<file path="src/hdl/prg_pkg.sv">
// ----------------------------------------------------------------------------
// Primary ray generator package
// Shared types, register map, reset values and pipeline depths.
// ----------------------------------------------------------------------------
package prg_pkg;

   localparam int NUM_REGS   = 8;
   localparam int REG_IDX_W  = 3;
   localparam int SQRT_STEPS = 31;   // one root bit per stage
   localparam int DIV_STEPS  = 31;   // one quotient bit per stage
   localparam int DIV_LAT    = DIV_STEPS + 1;

   localparam logic [REG_IDX_W-1:0] REG_ROW0_A    = 3'd0;
   localparam logic [REG_IDX_W-1:0] REG_ROW0_B    = 3'd1;
   localparam logic [REG_IDX_W-1:0] REG_ROW1_A    = 3'd2;
   localparam logic [REG_IDX_W-1:0] REG_ROW1_B    = 3'd3;
   localparam logic [REG_IDX_W-1:0] REG_ROW2_A    = 3'd4;
   localparam logic [REG_IDX_W-1:0] REG_ROW2_B    = 3'd5;
   localparam logic [REG_IDX_W-1:0] REG_VIEW      = 3'd6;
   localparam logic [REG_IDX_W-1:0] REG_PIX_FOCUS = 3'd7;

   localparam logic [63:0] REG_RESET [NUM_REGS] = '{
      64'd281474976710656, 64'd0, 64'd65536, 64'd0,
      64'd0, 64'd281474976710656, 64'd281479271743488, 64'd1099511693312
   };

   typedef struct packed {
      logic                    valid;
      logic                    zero;
      logic [2:0]              neg;
      logic [2:0][31:0]        origin;
   } side_type;

   // clamp to signed 32 bits
   function automatic logic signed [31:0] sat32(input logic signed [65:0] v);
      logic signed [31:0] r;
      if (v > 66'sd2147483647) begin
         r = 32'sh7fffffff;
      end else if (v < -66'sd2147483648) begin
         r = 32'sh80000000;
      end else begin
         r = v[31:0];
      end
      return r;
   endfunction

endpackage

</file>
<file path="src/hdl/prg_div.sv">
// ----------------------------------------------------------------------------
// Pipelined rounding divider
// Forms (a * 2^30 + len / 2) and divides by len, one quotient bit per stage.
// ----------------------------------------------------------------------------
module prg_div (
   input  logic                         clock,
   input  logic [29:0]                  magnitude,
   input  logic [prg_pkg::DIV_STEPS-1:0] divisor,
   output logic [prg_pkg::DIV_STEPS-1:0] quotient
);
   import prg_pkg::*;

   localparam int NW = 30 + DIV_STEPS;

   logic [NW-1:0]        num0_ff;
   logic [DIV_STEPS-1:0] dvs0_ff;
   logic [NW-1:0]        num_ff [DIV_STEPS];
   logic [DIV_STEPS-1:0] dvs_ff [DIV_STEPS];
   logic [DIV_STEPS-1:0] rem_ff [DIV_STEPS];
   logic [DIV_STEPS-1:0] quo_ff [DIV_STEPS];

   // build the rounded dividend
   always_ff @(posedge clock) begin
      num0_ff <= NW'({magnitude, 30'b0}) + NW'(divisor >> 1);
      dvs0_ff <= divisor;
   end

   for (genvar k = 0; k < DIV_STEPS; k++) begin : g_step
      localparam int I = DIV_STEPS - 1 - k;
      logic [NW-1:0]        num_prev;
      logic [DIV_STEPS-1:0] dvs_prev;
      logic [DIV_STEPS-1:0] rem_prev;
      logic [DIV_STEPS-1:0] quo_prev;
      logic [DIV_STEPS:0]   t;
      logic                 ge;

      if (k == 0) begin : g_first
         assign num_prev = num0_ff;
         assign dvs_prev = dvs0_ff;
         assign rem_prev = DIV_STEPS'(num0_ff[NW-1:DIV_STEPS]);
         assign quo_prev = '0;
      end else begin : g_next
         assign num_prev = num_ff[k-1];
         assign dvs_prev = dvs_ff[k-1];
         assign rem_prev = rem_ff[k-1];
         assign quo_prev = quo_ff[k-1];
      end

      always_comb begin
         t  = {rem_prev, num_prev[I]};
         ge = (t >= {1'b0, dvs_prev});
      end

      always_ff @(posedge clock) begin
         num_ff[k] <= num_prev;
         dvs_ff[k] <= dvs_prev;
         rem_ff[k] <= ge ? DIV_STEPS'(t - {1'b0, dvs_prev}) : DIV_STEPS'(t);
         quo_ff[k] <= {quo_prev[DIV_STEPS-2:0], ge};
      end
   end

   assign quotient = quo_ff[DIV_STEPS-1];

endmodule
</file>
<file path="config.mk">
export PLATFORM = sky130hd
export DESIGN_NAME = prg_div
export DESIGN_NICKNAME = d
export VERILOG_FILES = /design/src/hdl/prg_pkg.sv /design/src/hdl/prg_div.sv
export SDC_FILE = /design/constraint.sdc
export NUM_CORES = 2
export LEC_CHECK = 0
export BUFFER_PORTS_ARGS = -buffer_cell sky130_fd_sc_hd__buf_4
export CORE_MARGIN = 4
export CORE_UTILIZATION = 30
export CTS_CLUSTER_SIZE = 14
export DETAILED_ROUTE_END_ITERATION = 12
export HOLD_SLACK_MARGIN = 0.03
export PLACE_DENSITY = 0.42
export SYNTH_ARGS = -nofsm -noshare
export SYNTH_HDL_FRONTEND = slang
export SYNTH_MEMORY_MAX_BITS = 65536
export SYNTH_SLANG_ARGS = --single-unit
</file>
<file path="constraint.sdc">
create_clock -name clock -period 4.85 [get_ports clock]
set_input_delay 1.2125 -clock clock [delete_from_list [all_inputs] [get_ports clock]]
set_output_delay 1.2125 -clock clock [all_outputs]
set_load 0.1 [all_outputs]
</file>
# Word-level counts from Yosys, hierarchy flattened
# Memory sizes are Yosys's and may differ from the RTL's.
# Cells that the tools add are included.
[totals] ramBits=4774 output_inout_bits=31 n_memories=4 ff_bits=92
[classes] mux=31 magnitude_cmp=31 n_addsub=32
[memory_table] memory="num_ff" words=31 word_bits=61 read_ports=30 rd_clocked_by_memory_dff=0 wr=31 line_no="prg_div.sv:17" rtl="logic [NW-1:0] num_ff [DIV_STEPS];"
[memory_table] memory="dvs_ff" words=31 word_bits=31 read_ports=30 rd_clocked_by_memory_dff=0 wr=31 line_no="prg_div.sv:18" rtl="logic [DIV_STEPS-1:0] dvs_ff [DIV_STEPS];"
[memory_table] memory="quo_ff" words=31 word_bits=31 read_ports=31 rd_clocked_by_memory_dff=0 wr=31 line_no="prg_div.sv:20" rtl="logic [DIV_STEPS-1:0] quo_ff [DIV_STEPS];"
[memory_table] memory="rem_ff" words=31 word_bits=31 read_ports=30 rd_clocked_by_memory_dff=0 wr=31 line_no="prg_div.sv:19" rtl="logic [DIV_STEPS-1:0] rem_ff [DIV_STEPS];"
[op_table] cell="$mux W31" count=31
[op_table] cell="$sub A31 B31 Y31" count=31
[op_table] cell="$ge A32 B31 Y1" count=30
[op_table] cell="$add A60 B30 Y61" count=1
[op_table] cell="$ge A31 B31 Y1" count=1

# Logic depth before layout (Yosys ltp)
# An unclocked memory read counts as a cell.
[logic_depth] ltp_word=3 mapped_depth=16 depth_no_buf=15

# Worst setup path before layout
# No wires, ideal clock.
[synth_timing] kind="register -> register" from="memory dvs_ff[23][7]" to="memory rem_ff[24][10]" setup_ns=0.121 path_stages_with_launch=16 required_time_ns=4.729 arrival_time_ns=3.300 path_buffers=1 period_less_slack_ns=3.421 slack_ns=1.429 path_cell_list="dfxtp_1 inv_1 ha_1 fa_1 nor2b_1 o21ai_1 a21boi_0 o21ai_0 a2111oi_1 a221oi_1 o21a_1 a211oi_1 o21ai_0 nand3_1 buf_2 mux2_2"
[synth_rtl] element="start: declaration" line_no="prg_div.sv:18"
[synth_rtl] element="end: declaration" line_no="prg_div.sv:19"

==> flow_summary_export.csv <==
group,metric,value,unit
logic_synthesis,synth_nets,12200,
pwr,peakVddDrop,396,uV
worst_hold_path,hold-path-cell-count,0,
global_route,grt_overflow_total,0,
pwr,p_int,0.0603,W
global_route,grt_usage,0.149,
cells_and_area,nets,12500,
place,placed_cell_area,0.114,mm2
timing,fmax,241,MHz
pwr,power_switching,0.0374,W
clock_tree,clockBufferDepth,4,
logic_synthesis,ys_ff_latch,2417,
pwr,combPwrFrac,0.460,
clock_tree,hold_buffers,0,
pwr,p_leak,56.4,nW
pwr,p_per_area,793,mW/mm2
place,io_buffers,92,
pwr,seq_power_share,0.316,
worst_setup_path,slowest_stage,"o311ai_1",
die,floorplan.initialDensity,0.302,
cells_and_area,fin_area,0.123,mm2
drt,ant_nets,0,
cells_and_area,drive_gt1_frac,0.0915,
place,place_congestion,0.833,
worst_setup_path,worst-path-stages,14,
clock_tree,clock-sinks,2417,
timing,hold_violations,0,
logic_synthesis,synth-edff-count,0,
drt,vias,76300,
job,cap_violations,0,
die,die_w,605,um
cells_and_area,syn2layout_area_growth,15.2,%
die,core-area,0.354,mm2
worst_hold_path,hp-class,"flip-flop to flip-flop",
die,die-area,0.366,mm2
worst_setup_path,cp_cell_sequence,"inv_1 > ha_1 > fa_1 > nor2b_1 > o21a_1 > o21ai_0 > a21oi_1 > a21oi_1 > o311ai_1 > o2111a_1 > o21ai_1 > nand3_2 > buf_4 > mux2_2",
global_route,grt_pass1_wl,440,mm
worst_setup_path,path_class,"flip-flop to flip-flop",
drt,routed_wl,279,mm
cells_and_area,utilization,0.348,
pwr,p_clk_frac,0.224,
cells_and_area,final_cells,16300,
worst_setup_path,path_buf_inv,2,
worst_setup_path,endpoint_kind,"flip-flop",
logic_synthesis,yosys_warnings,0,
logic_synthesis,synth-main-ff-cell,"dfxtp_1",
die,num_io_pins,93,
drt,viasPerCell,4.67,
global_route,antenna_found_initial,5,
clock_tree,post_cts_resized,0,
timing,rsz0062_at_grt,"no",
worst_setup_path,reg2reg_from,"dvs_ff[14][16]",
place,numPlacedInstances,15800,
drt,post_drt_wl_per_cell,17.1,um
logic_synthesis,synthArstFlopShare,0,
worst_setup_path,r2r_slack,0.71,ns
logic_synthesis,synthTopCellsByCount,"dfxtp_1 (2417), inv_1 (1166), ha_1 (960)",
timing,relSlewSlack,0.217,
worst_setup_path,cp.required,5.63,ns
global_route,grt_max_degree,63,
logic_synthesis,synth_area_leaders,"dfxtp_1 (45%), ha_1 (11%), a21oi_1 (4.4%)",
logic_synthesis,syn_avg_cell_area,9.59,um2
run_status,status,"finished clean",
clock_tree,clk_latency,0.91,ns
worst_setup_path,cpPeakStageDelay,0.77,ns
logic_synthesis,synth_cell_type_count,98,
clock_tree,cts_max_level,5,
logic_synthesis,yosys.area.top_type,"dfxtp_1",
timing,finalCritPeriodShare,0.854,
clock_tree,clk_pin_slew,0.06,ns
drt,drtIter0Drc,3699,
worst_setup_path,worstSetupStartpoint,"dvs_ff[14][16]",
drt,drc,0,
logic_synthesis,synth_area,0.107,mm2
logic_synthesis,yosysSeqAreaShare,0.452,
drt,drt-pass1-iter-count,5,
worst_setup_path,critPathMaxFanout,46,
timing,finalSetupViolations,0,
logic_synthesis,synth_cells,11200,
global_route,grt_pass1_vias,77300,
timing,clock_skew,0.0831,ns
clock_tree,root_buffer,"clkbuf_16",
worst_setup_path,start_kind,"flip-flop",
die,die_height,605,um
worst_hold_path,hp-start,"dvs_ff[10][6]",
clock_tree,cts_tree,"built",
logic_synthesis,yosysMostFrequentCell,"dfxtp_1",
worst_setup_path,r2r_cells,14,
timing,drv_slew,0,
clock_tree,cts_setup_buffers,0,
worst_setup_path,arrival,4.93,ns
logic_synthesis,synth_top_cell_area_share,0.452,
timing,min_period,4.14,ns
worst_setup_path,path_common_cell,"a21oi_1",
clock_tree,cts_buffers,285,
pwr,p_sw_frac,0.383,
worst_setup_path,cpLargestDelayFamily,"compound AO/OA/AOI/OAI gates",
place,dp_hpwl,220,mm
worst_setup_path,crit_path_end,"rem_ff[15][4]",
die,rows,218,
worst_setup_path,reg2reg_to,"rem_ff[15][4]",
timing,setup_tns,0,ns
timing,tightest_slew,1.15,ns
-- kinds of logic after synthesis --
family	synth area share
and+or+nand+nor	0.0991
adders and majority gates	0.118
xor gates and xnor gates	0.0656
AOI/OAI and AO/OA	0.170
muxes	0.0469
DFF	0.452
buffers and inverters	0.0486
-- metrics by stage --
stage          setup slack, ns  hold slack [ns]  total power (W)
5_1_grt                  0.196            0.303            0.106
2_1_floorplan             1.43            0.310           0.0646
3_3_place_gp             0.684            0.310           0.0763
4_1_cts                  0.672            0.297           0.0992
6_report                 0.708            0.297           0.0977
3_5_place_dp             0.702            0.312           0.0763
-- power by group through the flow --
stage	sequential, W	clock (W)	combinational [W]
2_1_floorplan	0.0298	0	0.0348
3_3_place_gp	0.0317	0	0.0445
3_5_place_dp	0.0315	0	0.0448
4_1_cts	0.0312	0.0228	0.0452
5_1_grt	0.0316	0.0236	0.0504
6_report	0.0309	0.0219	0.0449
-- worst reg2reg max path, stage by stage (launching register included) --
cell	delay, ns
dfxtp_1	0.34
inv_1	0.08
ha_1	0.21
fa_1	0.40
nor2b_1	0.13
o21a_1	0.13
o21ai_0	0.11
a21oi_1	0.23
a21oi_1	0.17
o311ai_1	0.77
o2111a_1	0.31
o21ai_1	0.09
nand3_2	0.14
buf_4	0.45
mux2_2	0.44
-- sequential cells by signal, indices dropped and copies added (netlist names) --
register,flops
dvs_ff,900
quo_ff,496
dvs0_ff,30
rem_ff,930
g_step.num_prev,31
num_ff,30
-- how the worst min path moves through the flow --
stage	endpoint	slack, ns
after floorplan	quo_ff[0][125]	0.31
after global placement	quo_ff[1][304]	0.31
after detailed placement	quo_ff[0][320]	0.31
after CTS	dvs_ff[11][5]	0.30
after global routing	dvs_ff[11][6]	0.30
final	dvs_ff[11][6]	0.30
-- per-layer routing --
metal  up-vias  wire length, um  GRT usage
met5         -                0          0
met4         0             7960     0.0430
met3       423             7930     0.0168
met2      1011           139000      0.271
met1     35800           124000      0.184
li1      39100                -          -
-- cell type report --
class	count	area, um2
fill	35900	231000
multi-input combinational	7380	53600
sequential	2417	48400
clock buffer	402	8250
tap	4730	5920
inverter	1167	4380
clock inverter	96	1460
timing repair buffer	154	1270
antenna	1	2.50
-- layout by cell type, fill, tap and decap left out, types with 30 or more instances in the layout --
| cell | count |
|---|---|
| a211o_1 | 31 |
| a211oi_1 | 63 |
| a21boi_0 | 45 |
| a21o_1 | 475 |
| a21oi_1 | 946 |
| a31oi_1 | 78 |
| and2_1 | 35 |
| and3_1 | 65 |
| and4_1 | 36 |
| buf_4 | 145 |
| clkbuf_1 | 56 |
| clkbuf_16 | 291 |
| clkbuf_8 | 55 |
| clkinv_2 | 33 |
| dfxtp_1 | 2417 |
| fa_1 | 30 |
| ha_1 | 960 |
| inv_1 | 1166 |
| mux2_2 | 353 |
| mux2i_1 | 34 |
| nand2_1 | 690 |
| nand2b_1 | 124 |
| nand3_1 | 152 |
| nand4_1 | 125 |
| nor2_1 | 618 |
| nor2b_1 | 142 |
| nor3_1 | 108 |
| o211ai_1 | 30 |
| o21a_1 | 138 |
| o21ai_0 | 664 |
| o21bai_1 | 110 |
| o31ai_1 | 58 |
| or3_1 | 43 |
| xnor2_1 | 498 |
| xor2_1 | 303 |
Power figures use the tool's default switching activity.
