$ cat config.mk
export PLATFORM = sky130hd
export DESIGN_NAME = prg_sqrt
export DESIGN_NICKNAME = d
export VERILOG_FILES = /design/src/hdl/prg_pkg.sv /design/src/hdl/prg_sqrt.sv
export SDC_FILE = /design/constraint.sdc
export NUM_CORES = 2
export LEC_CHECK = 0
export BUFFER_PORTS_ARGS = -buffer_cell sky130_fd_sc_hd__buf_4
export CAP_MARGIN = 15
export CELL_PAD_IN_SITES_DETAIL_PLACEMENT = 0
export CELL_PAD_IN_SITES_GLOBAL_PLACEMENT = 1
export CORE_MARGIN = 1
export CORE_UTILIZATION = 50
export CTS_BUF_LIST = sky130_fd_sc_hd__clkbuf_16
export CTS_CLUSTER_DIAMETER = 40
export CTS_CLUSTER_SIZE = 28
export DETAILED_ROUTE_END_ITERATION = 8
export GPL_TIMING_DRIVEN = 1
export PLACE_DENSITY = 0.78
export SLEW_MARGIN = 20
export SYNTH_ARGS = -nofsm -noshare
export SYNTH_HDL_FRONTEND = slang
export SYNTH_SLANG_ARGS = --single-unit
$ cat constraint.sdc
create_clock -name clock -period 3.9 [get_ports clock]
set_input_delay 0.585 -clock clock [delete_from_list [all_inputs] [get_ports clock]]
set_output_delay 0.585 -clock clock [all_outputs]
set_load 0.005 [all_outputs]
$ cat src/hdl/prg_pkg.sv
// ----------------------------------------------------------------------------
// Primary ray generator package
// Shared types, register map, reset values and pipeline depths.
// ----------------------------------------------------------------------------
package prg_pkg;

   localparam int NUM_REGS   = 8;
   localparam int REG_IDX_W  = 3;
   localparam int SQRT_STEPS = 31;   // one root bit per stage
   localparam int DIV_STEPS  = 31;   // one quotient bit per stage
   localparam int DIV_LAT    = DIV_STEPS + 1;

   localparam logic [REG_IDX_W-1:0] REG_ROW0_A    = 3'd0;
   localparam logic [REG_IDX_W-1:0] REG_ROW0_B    = 3'd1;
   localparam logic [REG_IDX_W-1:0] REG_ROW1_A    = 3'd2;
   localparam logic [REG_IDX_W-1:0] REG_ROW1_B    = 3'd3;
   localparam logic [REG_IDX_W-1:0] REG_ROW2_A    = 3'd4;
   localparam logic [REG_IDX_W-1:0] REG_ROW2_B    = 3'd5;
   localparam logic [REG_IDX_W-1:0] REG_VIEW      = 3'd6;
   localparam logic [REG_IDX_W-1:0] REG_PIX_FOCUS = 3'd7;

   localparam logic [63:0] REG_RESET [NUM_REGS] = '{
      64'd281474976710656, 64'd0, 64'd65536, 64'd0,
      64'd0, 64'd281474976710656, 64'd281479271743488, 64'd1099511693312
   };

   typedef struct packed {
      logic                    valid;
      logic                    zero;
      logic [2:0]              neg;
      logic [2:0][31:0]        origin;
   } side_type;

   // clamp to signed 32 bits
   function automatic logic signed [31:0] sat32(input logic signed [65:0] v);
      logic signed [31:0] r;
      if (v > 66'sd2147483647) begin
         r = 32'sh7fffffff;
      end else if (v < -66'sd2147483648) begin
         r = 32'sh80000000;
      end else begin
         r = v[31:0];
      end
      return r;
   endfunction

endpackage

$ cat src/hdl/prg_sqrt.sv
// ----------------------------------------------------------------------------
// Pipelined integer square root
// Restoring digit-by-digit root, one result bit per register stage.
// ----------------------------------------------------------------------------
module prg_sqrt (
   input  logic                          clock,
   input  logic [2*prg_pkg::SQRT_STEPS-1:0] radicand,
   output logic [prg_pkg::SQRT_STEPS-1:0]   root
);
   import prg_pkg::*;

   localparam int RW = 2 * SQRT_STEPS;

   logic [RW-1:0]           rad_ff  [SQRT_STEPS];
   logic [SQRT_STEPS+2:0]   rem_ff  [SQRT_STEPS];
   logic [SQRT_STEPS-1:0]   root_ff [SQRT_STEPS];

   for (genvar k = 0; k < SQRT_STEPS; k++) begin : g_step
      localparam int I = SQRT_STEPS - 1 - k;
      logic [RW-1:0]           rad_prev;
      logic [SQRT_STEPS+2:0]   rem_prev;
      logic [SQRT_STEPS-1:0]   root_prev;
      logic [SQRT_STEPS+4:0]   shifted;
      logic [SQRT_STEPS+4:0]   trial;
      logic                    ge;

      if (k == 0) begin : g_first
         assign rad_prev  = radicand;
         assign rem_prev  = '0;
         assign root_prev = '0;
      end else begin : g_next
         assign rad_prev  = rad_ff[k-1];
         assign rem_prev  = rem_ff[k-1];
         assign root_prev = root_ff[k-1];
      end

      always_comb begin
         shifted = {rem_prev, rad_prev[2*I+1 -: 2]};
         trial   = {3'b000, root_prev, 2'b01};
         ge      = (shifted >= trial);
      end

      always_ff @(posedge clock) begin
         rad_ff[k]  <= rad_prev;
         rem_ff[k]  <= ge ? (SQRT_STEPS+3)'(shifted - trial) : (SQRT_STEPS+3)'(shifted);
         root_ff[k] <= {root_prev[SQRT_STEPS-2:0], ge};
      end
   end

   assign root = root_ff[SQRT_STEPS-1];

endmodule

* After elaboration in Yosys (flattened, before gate mapping)
Memory sizes are Yosys's and may differ from the RTL's.
Index checks and enable logic that the tools add are counted.
** Word-level totals
- Register bits after elaboration :: 0
- Logic and storage cells :: 96
- Bits in latches :: 0
- RAM bits :: 3937
- Memories :: 3
- Bits of input ports :: 63
- Memory bits (read-only) :: 0
- Output and inout bits :: 31
** Cells by class
- Multiplexer cells :: 31
- Reduce and logical (&&, ||, !) cells :: 0
- Bitwise logic cells :: 0
- Multipliers :: 0
- $add $sub $neg :: 31
- Order comparisons :: 31
- Eq/ne operators :: 0
- Div/mod/pow operators :: 0
- Shifts and indexed selects :: 0
** Memory list
- rad_ff :: words 31, width 62, rd ports 30, clocked after memory_dff 0, wr ports 31, RTL line prg_sqrt.sv:14 : logic [RW-1:0] rad_ff [SQRT_STEPS];
- rem_ff :: words 31, width 34, rd ports 30, clocked after memory_dff 0, wr ports 31, RTL line prg_sqrt.sv:15 : logic [SQRT_STEPS+2:0] rem_ff [SQRT_STEPS];
- root_ff :: words 31, width 31, rd ports 31, clocked after memory_dff 0, wr ports 31, RTL line prg_sqrt.sv:16 : logic [SQRT_STEPS-1:0] root_ff [SQRT_STEPS];
** Operators with widths (number)
- 36-bit by 33-bit >= comparator with 1-bit output :: 30
- 34-bit two-way mux :: 31
- 34-bit by 33-bit subtractor with 34-bit output :: 30
- 2-bit by 1-bit subtractor with 3-bit output, second input constant :: 1
- 2-bit by 1-bit >= comparator with 1-bit output, second input constant :: 1

* Longest topological paths before layout
An unclocked memory read counts as a cell.
- Word-level depth :: 3
- Depth in mapped cells :: 14
- Mapped depth without buffers :: 12

* Worst setup path after synthesis
Ideal clock, no wire load.
- Path type :: flip-flop to flip-flop
- Start :: memory root_ff[7][0] (netlist: root_ff[0][217])
- End :: memory rem_ff[2][16] (netlist name)
- Required time :: 3.782 ns
- Data arrival time :: 3.033 ns
- Path slack :: 0.749 ns
- Setup time :: 0.118 ns
- Cell stages (with the launch flop) :: 12
- Buffers on the path :: 1
- Clock period less this slack :: 3.151 ns
- Cell sequence :: dfxtp_1 inv_1 ha_1 nor2b_1 o21a_1 o21ai_0 or4b_2 a221o_1 or2_2 buf_4 or4_1 xnor2_1
** RTL lines (RTL line)
- start: declaration :: prg_sqrt.sv:16
- end: declaration :: prg_sqrt.sv:15

==> flow_metrics.env <==
export IMPL_status="finished clean"
export IMPL_die_y_um=422
export IMPL_start_util_pct=50.5
export IMPL_io_pin_count=94
export IMPL_register_area_mm2=0.0479
export IMPL_drt_pass1_iter_count=6
export IMPL_die_area_mm2=0.178
export IMPL_syn_inst=8745
export IMPL_p_per_area_mw_per_mm2=677
export IMPL_root_buffer="clkbuf_16"
export IMPL_hold_class="in2reg"
export IMPL_route_vias_total=60100
export IMPL_tightest_slew_ns=0.926
export IMPL_core_mm2=0.174
export IMPL_hold_ws_ns=0.291
export IMPL_max_slew_margin_pct=37.7
export IMPL_path_max_fanout=35
export IMPL_yosysWarnings=0
export IMPL_hp_start="radicand[17]"
export IMPL_slowest_delay_ns=0.51
export IMPL_drcViolationCount=0
export IMPL_via_per_inst=5.17
export IMPL_ant_nets=0
export IMPL_syn_to_final_growth_pct=16.2
export IMPL_dp_final_hpwl_mm=144
export IMPL_fin_nets=9673
export IMPL_finClkSkew_ns=0.0613
export IMPL_period_minus_slack_ns=3.65
export IMPL_yosysUniqueCellTypes=94
export IMPL_grt_total_usage_pct=21.2
export IMPL_cts_max_level=5
export IMPL_wl_met1_mm=82.9
export IMPL_utilization_pct=58.7
export IMPL_syn_area_per_cell_um2=10.1
export IMPL_cts_made_buffers=296
export IMPL_p_leak_nw=47.7
export IMPL_cp_start_kind="flip-flop"
export IMPL_fp_row_count=153
export IMPL_cp_slowest_cell="inv_2"
export IMPL_gp_congestion=0.878
export IMPL_arrival_ns=4.46
export IMPL_dr_first_iter_drc_count=3043
export IMPL_synth_edf_count=0
export IMPL_tns_ns=0
export IMPL_wl_mm=191
export IMPL_final_hold_viol_count=0
export IMPL_io_buffers=93
export IMPL_final_period_utilization_pct=93.6
export IMPL_dr_max_layer_used="met4"
export IMPL_wl_met3_mm=6.93
export IMPL_grt_ovfl_total=0
export IMPL_crit_required_ns=4.71
export IMPL_antenna_found_initial=1
export IMPL_r2r_start="rad_ff[1][626]$_DFF_P_"
export IMPL_routed_wl_met2_mm=94.3
export IMPL_setup_violations=0
export IMPL_clk_path_buf_depth=4
export IMPL_maxCapViolCount=0
export IMPL_rrSetupSlack_ns=0.25
export IMPL_yosysSeqAreaShare_pct=54.4
export IMPL_ys_ff_latch=2395
export IMPL_worstSkewPairLatency_ns=0.94
export IMPL_grt_pass1_wl_mm=307
export IMPL_nFillCells=14800
export IMPL_vdd_ir_drop_max_mv=0.430
export IMPL_drive_gt1_share_pct=8.62
export IMPL_synthesis_area_mm2=0.0881
export IMPL_wl_per_cell_um=16.4
export IMPL_critical_path_startpoint="rad_ff[1][626]$_DFF_P_"
export IMPL_cts_sinks=2395
export IMPL_synth_main_ff_cell="dfxtp_1"
export IMPL_critPathTopFamily="compound AO/OA/AOI/OAI gates"
export IMPL_cts_setup_buffers=0
export IMPL_worstSetupEndpointType="flip-flop"
export IMPL_multi_input_area_mm2=0.0369
export IMPL_path_buf_inv=3
export IMPL_die_w_um=422
export IMPL_grt_pass1_vias=59300
export IMPL_synthArstFlopShare_pct=0
export IMPL_criticalPathCategory="reg2reg"
export IMPL_crit_chain="inv_1, ha_1, nand2b_1, a21oi_1, a211oi_1, o311ai_0, o211ai_1, nand4_1, nand2_1, inv_2, buf_4, nor2_1, a21oi_1"
export IMPL_clk_pin_slew_ns=0.06
export IMPL_cts_tree="yes"
export IMPL_rsz0062_at_grt="no"
export IMPL_worst_path_most_repeated_cell="a21oi_1"
export IMPL_grt_start_max_net_pins=46
export IMPL_synth_nets=9337
export IMPL_fmax_mhz=274
export IMPL_drv_slew=0
-- synth_stat cells (13+ instances only) --
cell	count	share of area, %
o41ai_1	16	0.16
nand2b_1	98	0.70
nand4_1	103	0.73
nand4b_1	17	0.17
a21o_1	217	1.8
and3_1	43	0.31
o31ai_1	46	0.39
or3_1	87	0.62
nor3b_1	13	0.11
a31oi_1	58	0.41
clkbuf_1	159	0.68
a21oi_1	584	3.3
nand3_1	144	0.82
nand2_1	565	2.4
o221ai_1	13	0.13
nor4b_1	18	0.18
inv_1	689	2.9
nor2_1	593	2.5
nand3b_1	24	0.20
or4_1	46	0.39
and2_1	29	0.21
o31a_1	13	0.13
o21bai_1	48	0.41
ha_1	529	7.5
o211ai_1	37	0.32
xor2_1	405	4.0
a2111oi_0	18	0.18
nor2b_1	80	0.57
a21boi_0	18	0.15
nor4_1	119	0.85
or2_2	45	0.32
mux2_2	62	0.79
a211oi_1	50	0.43
o21ai_0	436	2.5
o21a_1	77	0.66
xnor2_1	418	4.2
nor3_1	229	1.3
dfxtp_1	2395	54
-- stage by stage --
step | power [mW] | cell area (µm²) | worst slack [ns] | std cells
after floorplan | 38.8 | 88100 | 0.749 | 8745
after global placement | 42.2 | 91500 | 0.346 | 11000
after detailed placement | 42.3 | 91500 | 0.282 | 11000
after CTS | 70.0 | 102000 | 0.264 | 11600
after global routing | 72.8 | 102000 | 0.0462 | 11600
final | 69.2 | 102000 | 0.250 | 11600
-- cell type report --
| type | count | share of cell area [%] |
|---|---|---|
| Timing Repair Buffer | 214 | 1.77 |
| Clock buffer | 302 | 7.39 |
| Sequential cell | 2395 | 46.9 |
| Inverter | 692 | 2.54 |
| Tap cell | 2325 | 2.84 |
| Antenna cell | 4 | 0.00979 |
| Clock inverter | 219 | 2.49 |
| Multi-Input combinational cell | 5482 | 36.1 |
-- worst reg2reg max path, delay by kind of cell (launching register included) --
| family | cells | cell delay (ns) |
|---|---|---|
| AO/OA/AOI/OAI | 5 | 1.48 |
| adder cells (fa/ha/maj) | 1 | 0.23 |
| AND/OR/NAND/NOR | 4 | 0.55 |
| buffers and inverters | 3 | 0.89 |
| flip-flops | 1 | 0.43 |
-- timing repair --
action / in CTS / in global routing
endpoints found under the setup margin: 0 / 1
gates resized for setup: 0 / 1
hold buffers: 63 / 0
hold endpoints to repair: 63 / 0
-- logic make-up (layout without fill, tap and decap cells) --
logic type / after synthesis / in the layout / share of synthesized area [%]
flip-flops: 2395 / 2395 / 54.4
AND/OR/NAND/NOR: 2297 / 2297 / 12.9
AO/OA/AOI/OAI: 1757 / 1757 / 12.3
buffers and inverters: 868 / 1427 / 3.74
XOR/XNOR: 824 / 824 / 8.20
adder cells (fa/ha/maj): 529 / 529 / 7.52
multiplexers: 74 / 74 / 0.946
other: 1 / 5 / 0.00426
-- power by group --
| part | switching, mW | leakage [nW] | internal (mW) |
|---|---|---|---|
| Combinational | 5.59 | 22.7 | 4.57 |
| Clock | 11.2 | 4.95 | 16.2 |
| Sequential | 3.18 | 20.1 | 28.5 |
-- per-layer routing --
metal  global-route usage (%)  up-vias
li1                         -    30700
met1                     25.9    27900
met2                     37.4     1138
met3                     3.14      432
met4                     8.11        0
met5                        0        -
-- final timing paths --
| check | to | cells past startpoint |
|---|---|---|
| max | rem_ff[6][114]$_DFF_P_ | 13 |
| min | rad_ff[0][17]$_DFF_P_ | 2 |
| max reg2reg | rem_ff[6][114]$_DFF_P_ | 13 |
| min reg2reg | rad_ff[0][249]$_DFF_P_ | 0 |
-- cell usage in the layout (no fill, tap or decap), types with 103 or more instances in the layout --
cell type / instances
nand4_1: 103
inv_1: 701
nor3_1: 226
a21o_1: 217
o21ai_0: 436
nor4_1: 118
clkbuf_16: 302
nor2_1: 591
dfxtp_1: 2395
nand2_1: 565
xor2_1: 405
a21oi_1: 584
ha_1: 529
nand3_1: 144
buf_4: 147
xnor2_1: 418
-- sequential cells by signal, indices dropped and copies added (netlist names) --
signal,cells
rem_ff,969
rad_ff,930
root_ff,496
Note: power is estimated with default switching activity, not from simulation.
